`src/rtl/assert_macros.svh`:
```
// Assertion macros shared by the RTL; they use the clk and rst_n of the enclosing module.
`ifndef ASSERT_MACROS_SVH
`define ASSERT_MACROS_SVH

// Same-cycle implication, checked outside reset.
`define LMTS_ASSERT_IMP(lbl, ante, cons, msg) \
  lbl: assert property (@(posedge clk) disable iff (!rst_n) (ante) |-> (cons)) \
    else $error(msg);

// Next-cycle implication, checked outside reset.
`define LMTS_ASSERT_NXT(lbl, ante, cons, msg) \
  lbl: assert property (@(posedge clk) disable iff (!rst_n) (ante) |=> (cons)) \
    else $error(msg);

`endif

```
`src/rtl/lmts_pkg.sv`:
```
// Shared types, constants and microcode table of the LED matrix text scroller.
`timescale 1ns / 1ps
package lmts_pkg;

  localparam int DISPLAYS  = 4;
  localparam int ROWS      = 8;
  localparam int ROW_W     = 32;
  localparam int ROW_IDX_W = $clog2(ROWS);
  localparam int COL_W     = 3;
  localparam int PC_W      = 3;
  localparam int CFG_AW    = 3;
  localparam int CFG_DW    = 32;

  typedef enum logic [1:0] {
    OP_INIT  = 2'd0,
    OP_CLEAR = 2'd1,
    OP_GLYPH = 2'd2,
    OP_NONE  = 2'd3
  } opcode_t;

  // Display register addresses
  localparam logic [3:0] ADDR_DECODE    = 4'h9;
  localparam logic [3:0] ADDR_INTENSITY = 4'hA;
  localparam logic [3:0] ADDR_SCANLIMIT = 4'hB;
  localparam logic [3:0] ADDR_SHUTDOWN  = 4'hC;
  localparam logic [3:0] ADDR_DISPTEST  = 4'hF;
  localparam logic [3:0] ADDR_NONE      = 4'h0;

  // Configuration register indexes (byte address bit 2)
  localparam logic REG_INTENSITY  = 1'b0;
  localparam logic REG_SCAN_LIMIT = 1'b1;

  localparam logic [3:0] INTENSITY_RST  = 4'd7;
  localparam logic [2:0] SCAN_LIMIT_RST = 3'd7;

  typedef enum logic {
    AS_CONST = 1'b0,
    AS_ROW   = 1'b1
  } addr_sel_t;

  typedef enum logic [2:0] {
    DS_ZERO  = 3'd0,
    DS_ONE   = 3'd1,
    DS_SCAN  = 3'd2,
    DS_INTEN = 3'd3,
    DS_ROW   = 3'd4
  } data_sel_t;

  typedef enum logic [1:0] {
    SEQ_NEXT = 2'd0,  // fall through
    SEQ_END  = 2'd1,  // program done
    SEQ_ROWS = 2'd2,  // repeat over rows, then done
    SEQ_COLS = 2'd3   // repeat over rows, then jump back per column
  } seq_t;

  typedef struct packed {
    logic            emit;
    addr_sel_t       addr_sel;
    logic [3:0]      cmd_addr;
    data_sel_t       data_sel;
    logic            shift;
    seq_t            seq;
    logic [PC_W-1:0] target;
  } cw_t;

  localparam logic [PC_W-1:0] PC_INIT  = PC_W'(0);
  localparam logic [PC_W-1:0] PC_CLEAR = PC_W'(5);
  localparam logic [PC_W-1:0] PC_GLYPH = PC_W'(6);

  function automatic cw_t ucode(logic [PC_W-1:0] pc);
    cw_t cw;
    unique case (pc)
      PC_W'(0): cw = '{1'b1, AS_CONST, ADDR_SCANLIMIT, DS_SCAN,  1'b0, SEQ_NEXT, PC_INIT};
      PC_W'(1): cw = '{1'b1, AS_CONST, ADDR_DECODE,    DS_ZERO,  1'b0, SEQ_NEXT, PC_INIT};
      PC_W'(2): cw = '{1'b1, AS_CONST, ADDR_SHUTDOWN,  DS_ONE,   1'b0, SEQ_NEXT, PC_INIT};
      PC_W'(3): cw = '{1'b1, AS_CONST, ADDR_DISPTEST,  DS_ZERO,  1'b0, SEQ_NEXT, PC_INIT};
      PC_W'(4): cw = '{1'b1, AS_CONST, ADDR_INTENSITY, DS_INTEN, 1'b0, SEQ_NEXT, PC_INIT};
      PC_W'(5): cw = '{1'b1, AS_ROW,   ADDR_NONE,      DS_ZERO,  1'b0, SEQ_ROWS, PC_INIT};
      PC_W'(6): cw = '{1'b0, AS_ROW,   ADDR_NONE,      DS_ZERO,  1'b1, SEQ_NEXT, PC_INIT};
      PC_W'(7): cw = '{1'b1, AS_ROW,   ADDR_NONE,      DS_ROW,   1'b0, SEQ_COLS, PC_GLYPH};
      default:  cw = '{1'b0, AS_CONST, ADDR_NONE,      DS_ZERO,  1'b0, SEQ_END,  PC_INIT};
    endcase
    return cw;
  endfunction

endpackage

```
`src/rtl/lmts_in_if.sv`:
```
// Input request channel of the text scroller.
`timescale 1ns / 1ps
interface lmts_in_if;
  logic        valid;
  logic        ready;
  logic [1:0]  opcode;
  logic [63:0] glyph_bits;
  logic        new_text;

  modport source (output valid, opcode, glyph_bits, new_text, input ready);
  modport sink   (input valid, opcode, glyph_bits, new_text, output ready);
endinterface

```
`src/rtl/lmts_out_if.sv`:
```
// Frame output channel of the text scroller.
`timescale 1ns / 1ps
interface lmts_out_if;
  logic       valid;
  logic       ready;
  logic [3:0] register_address;
  logic [7:0] byte_display0;
  logic [7:0] byte_display1;
  logic [7:0] byte_display2;
  logic [7:0] byte_display3;
  logic       last_of_run;

  modport source (output valid, register_address, byte_display0, byte_display1,
                  byte_display2, byte_display3, last_of_run, input ready);
  modport sink   (input valid, register_address, byte_display0, byte_display1,
                  byte_display2, byte_display3, last_of_run, output ready);
endinterface

```
`src/rtl/led_matrix_text_scroller_core.sv`:
```
// Scrolling-text engine for four chained 8x8 LED matrix drivers.
// Use: requests arrive on in_if (valid/ready); each one yields a run of display
// frames on out_if (register address plus one data byte per display), the last
// frame of a run flagged by last_of_run. Opcode 0 sends five setup frames and
// eight clearing frames (13 frames), opcode 1 sends eight clearing frames,
// opcode 2 scrolls one glyph in and sends 64 row frames; opcode 3 is dropped.
// The cfg_ APB port holds intensity (0x0) and scan limit (0x4); write only idle.
// Timing: a microcode step counter walks an eight-word control ROM, one step per
// cycle unless a frame step waits on a stalled output register. Each frame takes
// one step and each glyph column one extra shift step; the first frame is loaded
// by the first emitting step (for a glyph, behind its first shift step), and
// in_if.ready rises in the same cycle that the last frame is loaded.
// One request is in work at a time; in_if.ready is low meanwhile.
// Reset: rows cleared, intensity and scan limit back to 7, no frame pending.
// Stall: a held frame stays in the output register and the sequencer waits.
`timescale 1ns / 1ps
`include "assert_macros.svh"
module led_matrix_text_scroller_core (
  input  logic                           clk,
  input  logic                           rst_n,
  lmts_in_if.sink                        in_if,
  lmts_out_if.source                     out_if,
  input  logic                           cfg_psel,
  input  logic                           cfg_penable,
  input  logic                           cfg_pwrite,
  input  logic [lmts_pkg::CFG_AW-1:0]    cfg_paddr,
  input  logic [lmts_pkg::CFG_DW-1:0]    cfg_pwdata,
  output logic [lmts_pkg::CFG_DW-1:0]    cfg_prdata,
  output logic                           cfg_pready
);

  logic [lmts_pkg::ROW_W-1:0]     rows_r [lmts_pkg::ROWS];
  logic [lmts_pkg::ROW_W-1:0]     rows_nxt [lmts_pkg::ROWS];
  logic [63:0]                    glyph_r;
  logic [lmts_pkg::PC_W-1:0]      pc_r, pc_nxt;
  logic [lmts_pkg::ROW_IDX_W-1:0] row_cnt_r, row_cnt_nxt;
  logic [lmts_pkg::COL_W-1:0]     col_cnt_r, col_cnt_nxt;
  logic                           busy_r, busy_nxt;
  logic [3:0]                     intensity_r;
  logic [2:0]                     scan_limit_r;

  logic                           out_valid_r, out_valid_nxt;
  logic [3:0]                     out_addr_r;
  logic [7:0]                     out_bytes_r [4];
  logic                           out_last_r;

  lmts_pkg::cw_t                  cw;
  lmts_pkg::opcode_t              in_op;
  logic                           in_acc;
  logic                           out_free;
  logic                           step_go;
  logic                           run_end;
  logic                           load;
  logic [3:0]                     frame_addr;
  logic [7:0]                     cmd_data;
  logic [7:0]                     frame_bytes [4];
  logic [lmts_pkg::ROW_W-1:0]     row_sel;
  logic [7:0]                     col_byte;
  logic                           cfg_wr;

  assign cw       = lmts_pkg::ucode(pc_r);
  assign in_op    = lmts_pkg::opcode_t'(in_if.opcode);
  assign in_if.ready = !busy_r;
  assign in_acc   = in_if.valid && !busy_r;
  assign out_free = !out_valid_r || out_if.ready;
  assign step_go  = busy_r && (!cw.emit || out_free);
  assign load     = step_go && cw.emit;
  assign row_sel  = rows_r[row_cnt_r];
  assign col_byte = glyph_r[{col_cnt_r, 3'b000} +: 8];

  // Sequencer: step counter with row/column loop counters
  always_comb begin
    pc_nxt      = pc_r;
    row_cnt_nxt = row_cnt_r;
    col_cnt_nxt = col_cnt_r;
    busy_nxt    = busy_r;
    run_end     = 1'b0;
    if (in_acc) begin
      row_cnt_nxt = '0;
      col_cnt_nxt = '0;
      case (in_op)
        lmts_pkg::OP_INIT: begin
          pc_nxt   = lmts_pkg::PC_INIT;
          busy_nxt = 1'b1;
        end
        lmts_pkg::OP_CLEAR: begin
          pc_nxt   = lmts_pkg::PC_CLEAR;
          busy_nxt = 1'b1;
        end
        lmts_pkg::OP_GLYPH: begin
          pc_nxt   = lmts_pkg::PC_GLYPH;
          busy_nxt = 1'b1;
        end
        default: busy_nxt = 1'b0;
      endcase
    end else if (step_go) begin
      unique case (cw.seq)
        lmts_pkg::SEQ_NEXT: pc_nxt = pc_r + lmts_pkg::PC_W'(1);
        lmts_pkg::SEQ_END:  run_end = 1'b1;
        lmts_pkg::SEQ_ROWS: begin
          row_cnt_nxt = row_cnt_r + lmts_pkg::ROW_IDX_W'(1);
          if (&row_cnt_r) run_end = 1'b1;
        end
        lmts_pkg::SEQ_COLS: begin
          row_cnt_nxt = row_cnt_r + lmts_pkg::ROW_IDX_W'(1);
          if (&row_cnt_r) begin
            if (&col_cnt_r) begin
              run_end = 1'b1;
            end else begin
              col_cnt_nxt = col_cnt_r + lmts_pkg::COL_W'(1);
              pc_nxt      = cw.target;
            end
          end
        end
        default: run_end = 1'b1;
      endcase
      if (run_end) busy_nxt = 1'b0;
    end
  end

  // Row store: cleared on init/clear/new text, shifted on a column step
  always_comb begin
    for (int r = 0; r < lmts_pkg::ROWS; r++) begin
      rows_nxt[r] = rows_r[r];
      if (in_acc && (in_op == lmts_pkg::OP_INIT || in_op == lmts_pkg::OP_CLEAR ||
                     (in_op == lmts_pkg::OP_GLYPH && in_if.new_text))) begin
        rows_nxt[r] = '0;
      end else if (step_go && cw.shift) begin
        rows_nxt[r] = {rows_r[r][lmts_pkg::ROW_W-2:0], col_byte[r]};
      end
    end
  end

  // Frame datapath
  always_comb begin
    unique case (cw.data_sel)
      lmts_pkg::DS_ONE:   cmd_data = 8'd1;
      lmts_pkg::DS_SCAN:  cmd_data = {5'd0, scan_limit_r};
      lmts_pkg::DS_INTEN: cmd_data = {4'd0, intensity_r};
      default:            cmd_data = 8'd0;
    endcase
    frame_addr = (cw.addr_sel == lmts_pkg::AS_ROW) ?
                 ({1'b0, row_cnt_r} + 4'd1) : cw.cmd_addr;
    for (int d = 0; d < 4; d++) begin
      frame_bytes[d] = 8'd0;
      if (d < lmts_pkg::DISPLAYS) begin
        if (cw.data_sel == lmts_pkg::DS_ROW) begin
          // display 0 takes the most significant byte of the row
          if ((lmts_pkg::DISPLAYS - 1 - d) * 8 < lmts_pkg::ROW_W) begin
            frame_bytes[d] = 8'(row_sel >> ((lmts_pkg::DISPLAYS - 1 - d) * 8));
          end
        end else begin
          frame_bytes[d] = cmd_data;
        end
      end
    end
  end

  always_comb begin
    out_valid_nxt = out_valid_r;
    if (load) out_valid_nxt = 1'b1;
    else if (out_if.ready) out_valid_nxt = 1'b0;
  end

  assign cfg_wr = cfg_psel && cfg_penable && cfg_pwrite;

  always_ff @(posedge clk) begin
    if (!rst_n) begin
      pc_r         <= lmts_pkg::PC_INIT;
      row_cnt_r    <= '0;
      col_cnt_r    <= '0;
      busy_r       <= 1'b0;
      out_valid_r  <= 1'b0;
      intensity_r  <= lmts_pkg::INTENSITY_RST;
      scan_limit_r <= lmts_pkg::SCAN_LIMIT_RST;
      for (int r = 0; r < lmts_pkg::ROWS; r++) rows_r[r] <= '0;
    end else begin
      pc_r        <= pc_nxt;
      row_cnt_r   <= row_cnt_nxt;
      col_cnt_r   <= col_cnt_nxt;
      busy_r      <= busy_nxt;
      out_valid_r <= out_valid_nxt;
      for (int r = 0; r < lmts_pkg::ROWS; r++) rows_r[r] <= rows_nxt[r];
      if (cfg_wr) begin
        if (cfg_paddr[2] == lmts_pkg::REG_INTENSITY) intensity_r <= cfg_pwdata[3:0];
        else scan_limit_r <= cfg_pwdata[2:0];
      end
    end
  end

  always_ff @(posedge clk) begin
    if (in_acc) glyph_r <= in_if.glyph_bits;
    if (load) begin
      out_addr_r <= frame_addr;
      out_last_r <= run_end;
      for (int d = 0; d < 4; d++) out_bytes_r[d] <= frame_bytes[d];
    end
  end

  assign cfg_pready = 1'b1;
  assign cfg_prdata = (cfg_paddr[2] == lmts_pkg::REG_SCAN_LIMIT) ?
                      {29'd0, scan_limit_r} : {28'd0, intensity_r};

  assign out_if.valid            = out_valid_r;
  assign out_if.register_address = out_addr_r;
  assign out_if.byte_display0    = out_bytes_r[0];
  assign out_if.byte_display1    = out_bytes_r[1];
  assign out_if.byte_display2    = out_bytes_r[2];
  assign out_if.byte_display3    = out_bytes_r[3];
  assign out_if.last_of_run      = out_last_r;

  // a stalled frame stays valid until the receiver takes it
  `LMTS_ASSERT_NXT(a_out_hold, out_valid_r && !out_if.ready, out_valid_r,
                   "frame dropped while receiver stalled")
  // glyph column step always starts at the first row
  `LMTS_ASSERT_IMP(a_col_start, busy_r && pc_r == lmts_pkg::PC_GLYPH, row_cnt_r == '0,
                   "column shift step with nonzero row count")
  `LMTS_ASSERT_NXT(a_op_none, in_acc && in_op == lmts_pkg::OP_NONE, !busy_r,
                   "unused opcode started a run")
  `LMTS_ASSERT_NXT(a_op_run, in_acc && in_op != lmts_pkg::OP_NONE, busy_r,
                   "valid opcode did not start a run")

endmodule
```
`src/flat_wrapper.sv`:
```
// flat-port wrapper written by rule: the top's interface ports become plain ports
module led_matrix_text_scroller_core_flat 
  (clk, rst_n, cfg_psel, cfg_penable, cfg_pwrite, cfg_paddr, cfg_pwdata, cfg_prdata, cfg_pready, in_if_valid, in_if_opcode, in_if_glyph_bits, in_if_new_text, in_if_ready, out_if_valid, out_if_register_address, out_if_byte_display0, out_if_byte_display1, out_if_byte_display2, out_if_byte_display3, out_if_last_of_run, out_if_ready);
  lmts_in_if in_if_i ();
  lmts_out_if out_if_i ();
  input  logic clk;
  input  logic rst_n;
  input  logic cfg_psel;
  input  logic cfg_penable;
  input  logic cfg_pwrite;
  input  logic [lmts_pkg::CFG_AW-1:0] cfg_paddr;
  input  logic [lmts_pkg::CFG_DW-1:0] cfg_pwdata;
  output logic [lmts_pkg::CFG_DW-1:0] cfg_prdata;
  output logic cfg_pready;
  input wire logic [$bits(in_if_i.valid)-1:0] in_if_valid;
  input wire logic [$bits(in_if_i.opcode)-1:0] in_if_opcode;
  input wire logic [$bits(in_if_i.glyph_bits)-1:0] in_if_glyph_bits;
  input wire logic [$bits(in_if_i.new_text)-1:0] in_if_new_text;
  output wire logic [$bits(in_if_i.ready)-1:0] in_if_ready;
  output wire logic [$bits(out_if_i.valid)-1:0] out_if_valid;
  output wire logic [$bits(out_if_i.register_address)-1:0] out_if_register_address;
  output wire logic [$bits(out_if_i.byte_display0)-1:0] out_if_byte_display0;
  output wire logic [$bits(out_if_i.byte_display1)-1:0] out_if_byte_display1;
  output wire logic [$bits(out_if_i.byte_display2)-1:0] out_if_byte_display2;
  output wire logic [$bits(out_if_i.byte_display3)-1:0] out_if_byte_display3;
  output wire logic [$bits(out_if_i.last_of_run)-1:0] out_if_last_of_run;
  input wire logic [$bits(out_if_i.ready)-1:0] out_if_ready;
  assign in_if_i.valid = in_if_valid;
  assign in_if_i.opcode = in_if_opcode;
  assign in_if_i.glyph_bits = in_if_glyph_bits;
  assign in_if_i.new_text = in_if_new_text;
  assign in_if_ready = in_if_i.ready;
  assign out_if_valid = out_if_i.valid;
  assign out_if_register_address = out_if_i.register_address;
  assign out_if_byte_display0 = out_if_i.byte_display0;
  assign out_if_byte_display1 = out_if_i.byte_display1;
  assign out_if_byte_display2 = out_if_i.byte_display2;
  assign out_if_byte_display3 = out_if_i.byte_display3;
  assign out_if_last_of_run = out_if_i.last_of_run;
  assign out_if_i.ready = out_if_ready;
  led_matrix_text_scroller_core u_core (.clk(clk), .rst_n(rst_n), .in_if(in_if_i), .out_if(out_if_i), .cfg_psel(cfg_psel), .cfg_penable(cfg_penable), .cfg_pwrite(cfg_pwrite), .cfg_paddr(cfg_paddr), .cfg_pwdata(cfg_pwdata), .cfg_prdata(cfg_prdata), .cfg_pready(cfg_pready));
endmodule
```
`config.mk`:
```
export PLATFORM = sky130hd
export DESIGN_NAME = led_matrix_text_scroller_core_flat
export DESIGN_NICKNAME = d
export VERILOG_FILES = /design/src/rtl/lmts_pkg.sv /design/src/rtl/lmts_in_if.sv /design/src/rtl/lmts_out_if.sv /design/src/rtl/led_matrix_text_scroller_core.sv /design/src/flat_wrapper.sv
export VERILOG_INCLUDE_DIRS = /design/src /design/src/rtl
export SDC_FILE = /design/constraint.sdc
export NUM_CORES = 1
export LEC_CHECK = 0
export BUFFER_PORTS_ARGS = -buffer_cell sky130_fd_sc_hd__clkbuf_2
export CAP_MARGIN = 10
export CORE_AREA = 5 5 260 262
export DETAILED_ROUTE_END_ITERATION = 10
export DIE_AREA = 0 0 265 267
export PLACE_DENSITY_LB_ADDON = 0.08
export RECOVER_POWER = 100
export SETUP_SLACK_MARGIN = 0.2
export SLEW_MARGIN = 10
export SYNTH_ARGS = -nofsm -noshare
export SYNTH_HDL_FRONTEND = slang
export SYNTH_SLANG_ARGS = --single-unit
```
`constraint.sdc`:
```
create_clock -name clk -period 5.8 [get_ports clk]
set_clock_uncertainty 0.05 [all_clocks]
set_input_delay 0.58 -clock clk [delete_from_list [all_inputs] [get_ports clk]]
set_output_delay 0.58 -clock clk [all_outputs]
set_load 0.05 [all_outputs]
```
==> flow_metrics.env, run 1 <==
export IMPL_synth_cells=1578
export IMPL_grt_pass1_wl_um=66100
export IMPL_grt_use_total_pct=11.5
export IMPL_syn_mean_instance_area_um2=10.2
export IMPL_violations="capacitance limit, slew limit"
export IMPL_drt_total_wl_um=41900
export IMPL_hpwl_um=25200
export IMPL_ant_nets=0
export IMPL_hp_start="in_if_glyph_bits[40]"
export IMPL_crit_path_start_kind="register"
export IMPL_grt_overflow=0
export IMPL_vias=11200
export IMPL_drt_iter0_drc=536
export IMPL_vias_per_cell=4.38
export IMPL_cts_made_buffers=47
export IMPL_grt_pass1_vias=11300
export IMPL_period_share_pct=70.6
export IMPL_timing_fmax_ghz=0.244
export IMPL_clkSinkCount=389
export IMPL_syn_to_final_growth_pct=17.1
export IMPL_synth_edf_count=101
export IMPL_drc=0
export IMPL_port_buffers=121
export IMPL_cts_setup_buffers=0
export IMPL_clk_pin_slew_worst_paths_ns=0.06
export IMPL_cap_violations=5
export IMPL_critPathCapture="u_core.out_bytes_r[1][2]"
export IMPL_coreArea_um2=65200
export IMPL_clock_latency_ns=0.58
export IMPL_final_max_slew_viol_count=372
export IMPL_internal_power_uw=4850
export IMPL_layout_drive_gt1_share_pct=14.5
export IMPL_hp_class="in -> reg"
export IMPL_ys_top_cells_by_area="dfxtp_1 (36%), edfxtp_1 (19%), nand2_1 (12%)"
export IMPL_p_leak_uw=0.00595
export IMPL_synth_seq_cells=389
export IMPL_die_area_um2=70800
export IMPL_synth_top_area_cell="dfxtp_1"
export IMPL_crit_path_top_delay_cell="dfxtp_1"
export IMPL_pwr_share_seq_pct=45.4
export IMPL_worst_slew_pin_transition_ns=3.05
export IMPL_min_period_ns=4.10
export IMPL_cp_cell_sequence="buf_4 -> mux4_2 -> mux2i_1 -> o21ai_0"
export IMPL_placement_rows=94
export IMPL_power_uw=6360
export IMPL_required_ns=6.00
export IMPL_die_y_um=267
export IMPL_worstSetupPathType="reg -> reg"
export IMPL_fillCellCount=6925
export IMPL_outcome="finished with violations"
export IMPL_switchingPower_uw=1510
export IMPL_arrival_ns=4.29
export IMPL_worst_r2r_path_depth=4
export IMPL_htree_levels=2
export IMPL_async_flop_share_pct=0
export IMPL_setup_tns_ns=0
export IMPL_antenna_found_initial=1
export IMPL_ios=181
export IMPL_grt_setup_unrepaired="false"
export IMPL_timing_rr_end="u_core.out_bytes_r[1][2]"
export IMPL_chipWidth_um=265
export IMPL_layout_nets=1772
export IMPL_n_antenna_cell=0
export IMPL_max_stage_delay_ns=2.05
export IMPL_combPwrFrac_pct=5.7
export IMPL_hold_viol=0
export IMPL_reg2reg_setup_slack_ns=1.70
export IMPL_relSlewSlack_pct=-103
export IMPL_synth_top_flop_cell="dfxtp_1"
export IMPL_p_clk_share_pct=48.9
export IMPL_switching_share_pct=23.7
export IMPL_grt_max_degree=209
export IMPL_post_drt_wl_per_cell_um=16.4
export IMPL_clock_path_buffers=3
export IMPL_ctsHoldBuffers=0
export IMPL_cts_resized=0
export IMPL_cp_max_fo=33
export IMPL_initial_core_util_pct=24.6
export IMPL_firstDrtPassIters=5
export IMPL_synthDistinctLibCells=44
export IMPL_cts_tree="built"
export IMPL_synth_most_common_cell="nand2_1"
export IMPL_end_kind="register"
export IMPL_synth_seq_area_share_pct=54.9
export IMPL_syn_area_um2=16000
export IMPL_vdd_drop_max_mv=0.198
export IMPL_powerDensity_nw_per_um2=339
export IMPL_setup_viol=0
export IMPL_synthTopCellsByCount="nand2_1 (510), dfxtp_1 (288), a21oi_1 (251)"
export IMPL_clockRootBuffer="clkbuf_16"
export IMPL_gp_congestion=0.689
export IMPL_netlist_area_leader_share_pct=36.0
export IMPL_yosys_warnings=0
logic make-up (layout without fill, tap and decap cells):
| kind of cell | Yosys count | in the layout | share of synthesized area (%) |
|---|---|---|---|
| AND/OR/NAND/NOR | 577 | 577 | 14.0 |
| multiplexers | 145 | 145 | 15.4 |
| flip-flops | 389 | 389 | 54.9 |
| buffers and inverters | 155 | 233 | 4.82 |
| AO/OA/AOI/OAI | 290 | 290 | 9.38 |
| other | 2 | 29 | 0.0468 |
| adder cells (fa/ha/maj) | 17 | 17 | 1.33 |
| XOR/XNOR | 3 | 3 | 0.164 |
cell usage in the layout (no fill, tap or decap), drive strengths merged, types with 2 or more instances in the layout:
master,count
a211oi,9
a21boi,2
a21oi,251
and2,2
and3,2
buf,12
bufinv,8
clkbuf,188
clkinv,9
clkinvlp,3
conb,29
dfxtp,288
edfxtp,101
ha,17
inv,13
mux2,8
mux2i,57
mux4,80
nand2,512
nand2b,3
nand3,3
nand3b,2
nand4,2
nor2,39
nor2b,5
o21ai,21
xor2,3
flip-flops by register name (all words and copies together) (netlist names), named ones only:
name and cells:
u_core.busy_r 1, u_core.out_if.last_of_run 1, u_core.scan_limit_r 3, u_core.out_bytes_r 32, u_core.glyph_r 64, u_core.intensity_r 4, u_core.rows_r 256, u_core.row_cnt_r 3
u_core.out_if.register_address 4, u_core.cw 11, u_core.out_if.valid 1, u_core.col_cnt_r 3, u_core.pc_r 3
worst max-delay path: cells and delay by family (launching register included):
family | cells | cell delay (ns)
buffers and inverters | 1 | 0.69
multiplexers | 2 | 0.74
AO/OA/AOI/OAI | 1 | 0.21
flip-flops | 1 | 2.05
power by group through the flow:
stage / clock network (µW) / logic [µW] / registers (µW)
3_3_place_gp: 0 / 384 / 2940
6_report: 3110 / 362 / 2890
2_1_floorplan: 0 / 199 / 3010
4_1_cts: 3230 / 383 / 2890
3_5_place_dp: 0 / 382 / 2940
5_1_grt: 3350 / 391 / 2890
layer usage:
metal	track usage, %	part of all wire (%)	vias up
met2	18.2	46	175
met3	3.03	4.7	52
met4	2.74	1.9	0
li1	-	-	5516
met5	0	0	-
met1	16.0	48	5420
cell type report:
cell class	instances	area (µm²)	area share [%]
inverter	12	45.0	0.240
tap	864	1080	5.76
clock inverter	21	325	1.73
sequential	389	8800	46.9
clock buffer	65	1290	6.90
multi-input combinational	1061	6560	34.9
timing repair buffer	135	678	3.61
through the flow:
step,hold WS (ns),setup slack [ns],utilization (%),std cells,cell area [µm²]
6_report,0.118,1.70,28.8,2547,18800
5_1_grt,0.0708,1.19,28.8,2547,18800
4_1_cts,0.0673,2.46,29.0,2547,18900
3_5_place_dp,0.399,2.46,26.5,2461,17300
3_3_place_gp,0.394,2.51,26.5,2461,17300
2_1_floorplan,0.383,3.01,-,1605,16100
worst min path at each step:
| stage | depth (start not counted) | slack [ns] | endpoint |
|---|---|---|---|
| 2_1_floorplan | 2 | 0.38 | u_core.rows_r[2][31] |
| 3_3_place_gp | 2 | 0.39 | u_core.rows_r[2][31] |
| 3_5_place_dp | 2 | 0.40 | u_core.rows_r[5][31] |
| 4_1_cts | 1 | 0.07 | u_core.glyph_r[33] |
| 5_1_grt | 1 | 0.07 | u_core.glyph_r[40] |
| 6_report | 1 | 0.12 | u_core.glyph_r[40] |
Note: power is estimated with default switching activity, not from simulation.
==> run 2: changes to the inputs <==
- clock period: 5.8 -> 3.65 ns (I/O delays scaled with it)
==> run 2 against run 1 <==
The run still ends with capacitance limit, slew limit left. Sequential power is 59% higher. Die area stayed put. Utilization grew 1.1 points. Critical path type unchanged. Highest routed layer unchanged.
==> flow_metrics.env, run 2 (same netlist as run 1, synthesis figures left out) <==
export IMPL_outcome="finished with violations"
export IMPL_violations="capacitance limit, slew limit"
export IMPL_hold_viol=0
export IMPL_antenna_found_initial=2
export IMPL_grt_max_degree=169
export IMPL_syn_to_final_growth_pct=21.5
export IMPL_drt_iter0_drc=554
export IMPL_ant_nets=0
export IMPL_firstDrtPassIters=4
export IMPL_relSlewSlack_pct=-9.75
export IMPL_clkSinkCount=389
export IMPL_cts_setup_buffers=0
export IMPL_htree_levels=2
export IMPL_required_ns=3.80
export IMPL_die_area_um2=70800
export IMPL_grt_busiest_layer="met2"
export IMPL_grt_use_total_pct=11.8
export IMPL_seqCellArea_um2=8800
export IMPL_chipWidth_um=265
export IMPL_cp_cell_sequence="and3_1 -> clkbuf_1"
export IMPL_timing_fmax_ghz=0.350
export IMPL_top_regs="u_core.rows_r: 256 flops, u_core.glyph_r: 64 flops, u_core.out_bytes_r: 32 flops"
export IMPL_regMostFlops="u_core.rows_r"
export IMPL_drc=0
export IMPL_fillCellCount=6906
export IMPL_cp_num_cells=2
export IMPL_vdd_drop_max_mv=0.318
export IMPL_port_buffers=121
export IMPL_multiInputGateArea_um2=6550
export IMPL_setup_tns_ns=0
export IMPL_final_max_slew_viol_count=89
export IMPL_cts_resized=0
export IMPL_instances_no_fill=2631
export IMPL_dp_cells=2472
export IMPL_worst_slew_pin_transition_ns=1.65
export IMPL_grt_setup_unrepaired="false"
export IMPL_post_drt_wl_per_cell_um=16.2
export IMPL_gp_congestion=0.685
export IMPL_clock_latency_ns=0.58
export IMPL_grt_pass1_vias=11800
export IMPL_vias=11600
export IMPL_hpwl_um=26300
export IMPL_powerDensity_nw_per_um2=506
export IMPL_cts_made_buffers=48
export IMPL_worstSetupPathType="reg -> reg"
export IMPL_clk_pin_slew_worst_paths_ns=0.06
export IMPL_placement_rows=94
export IMPL_met2_usage_pct=18.6
export IMPL_layout_nets=1852
export IMPL_period_share_pct=78.2
export IMPL_hold_depth=3
export IMPL_worst_r2r_path_depth=2
export IMPL_grt_use_met1_pct=16.5
export IMPL_arrival_ns=3.01
export IMPL_crit_path_start_kind="register"
export IMPL_cp_max_fo=23
export IMPL_p_leak_uw=0.00624
export IMPL_ios=181
export IMPL_end_kind="register"
export IMPL_critical_path_top_delay_family="simple AND/OR/NAND/NOR gates"
export IMPL_vias_per_cell=4.40
export IMPL_reg2reg_setup_slack_ns=0.79
export IMPL_hp_class="in -> reg"
export IMPL_cap_violations=2
export IMPL_largest_register_ffs=256
export IMPL_max_stage_delay_ns=1.31
export IMPL_drt_total_wl_um=42600
export IMPL_grt_pass1_wl_um=67600
export IMPL_initial_core_util_pct=24.6
export IMPL_clock_path_buffers=3
export IMPL_grt_overflow=0
export IMPL_ctsHoldBuffers=68
export IMPL_crit_path_top_delay_cell="and3_1"
export IMPL_min_period_ns=2.86
export IMPL_path_buf_inv=1
export IMPL_cts_tree="built"
export IMPL_layout_drive_gt1_share_pct=14.2
export IMPL_grt_use_met3_pct=2.79
export IMPL_die_y_um=267
export IMPL_layout_commonest_cell="nand2_1"
export IMPL_most_common_layout_cells="nand2_1 (511), dfxtp_1 (285), a21oi_1 (251)"
export IMPL_coreArea_um2=65200
export IMPL_setup_viol=0
export IMPL_clockRootBuffer="clkbuf_16"
## run 2: cell count changes in the layout (fill, tap and decap cells not counted), moves of 3 or more
cell / change
dlygate4sd3_1: +68
bufinv_16: -6
clkbuf_1: +5
buf_12: +4
clkinv_1: +4
clkbuf_8: +3
## run 2: final timing paths
check                        from                        to
min                  out_if_ready       u_core.out_if.valid
max                 u_core.busy_r  u_core.out_bytes_r[2][5]
min reg2reg  u_core.rows_r[6][31]      u_core.rows_r[6][31]
max reg2reg         u_core.busy_r  u_core.out_bytes_r[2][5]
## run 2: tightest hold or removal path: stages
cell	delay [ns]
clkbuf_2	0.09
nand2b_1	0.10
a21boi_0	0.08
## run 2: final cells by class
| cell class | instances | share of cell area, % |
|---|---|---|
| sequential | 389 | 45.2 |
| tap | 864 | 5.55 |
| timing repair buffer | 214 | 7.57 |
| antenna | 1 | 0.0128 |
| clock buffer | 71 | 7.03 |
| clock inverter | 19 | 0.758 |
| multi-input combinational | 1061 | 33.7 |
| inverter | 12 | 0.231 |
## run 2: power by group
group          switching [µW]  total (µW)  internal [µW]
logic                     476         639            163
clock network            1890        4620           2730
registers                39.1        4590           4550
## run 2: per-layer routing
metal | up-vias | wire length [µm] | share of wire [%]
met5 | - | 0 | 0
met4 | 0 | 786 | 1.8
met3 | 60 | 1990 | 4.7
met2 | 176 | 19700 | 46
met1 | 5650 | 20200 | 47
li1 | 5683 | - | -
## run 2: per-stage QoR
step / worst slack, ns / utilization (%) / cell area, µm² / total power [µW] / hold slack (ns)
finish: 0.794 / 29.9 / 19500 / 9850 / 0.0670
CTS: 1.01 / 30.1 / 19600 / 10100 / 0.0249
detailed placement: 1.04 / 26.7 / 17400 / 5300 / 0.401
global placement: 1.00 / 26.7 / 17400 / 5300 / 0.396
global route: 0.495 / 29.9 / 19500 / 10300 / 0.0727
floorplan: 0.989 / - / 16100 / 5090 / 0.383
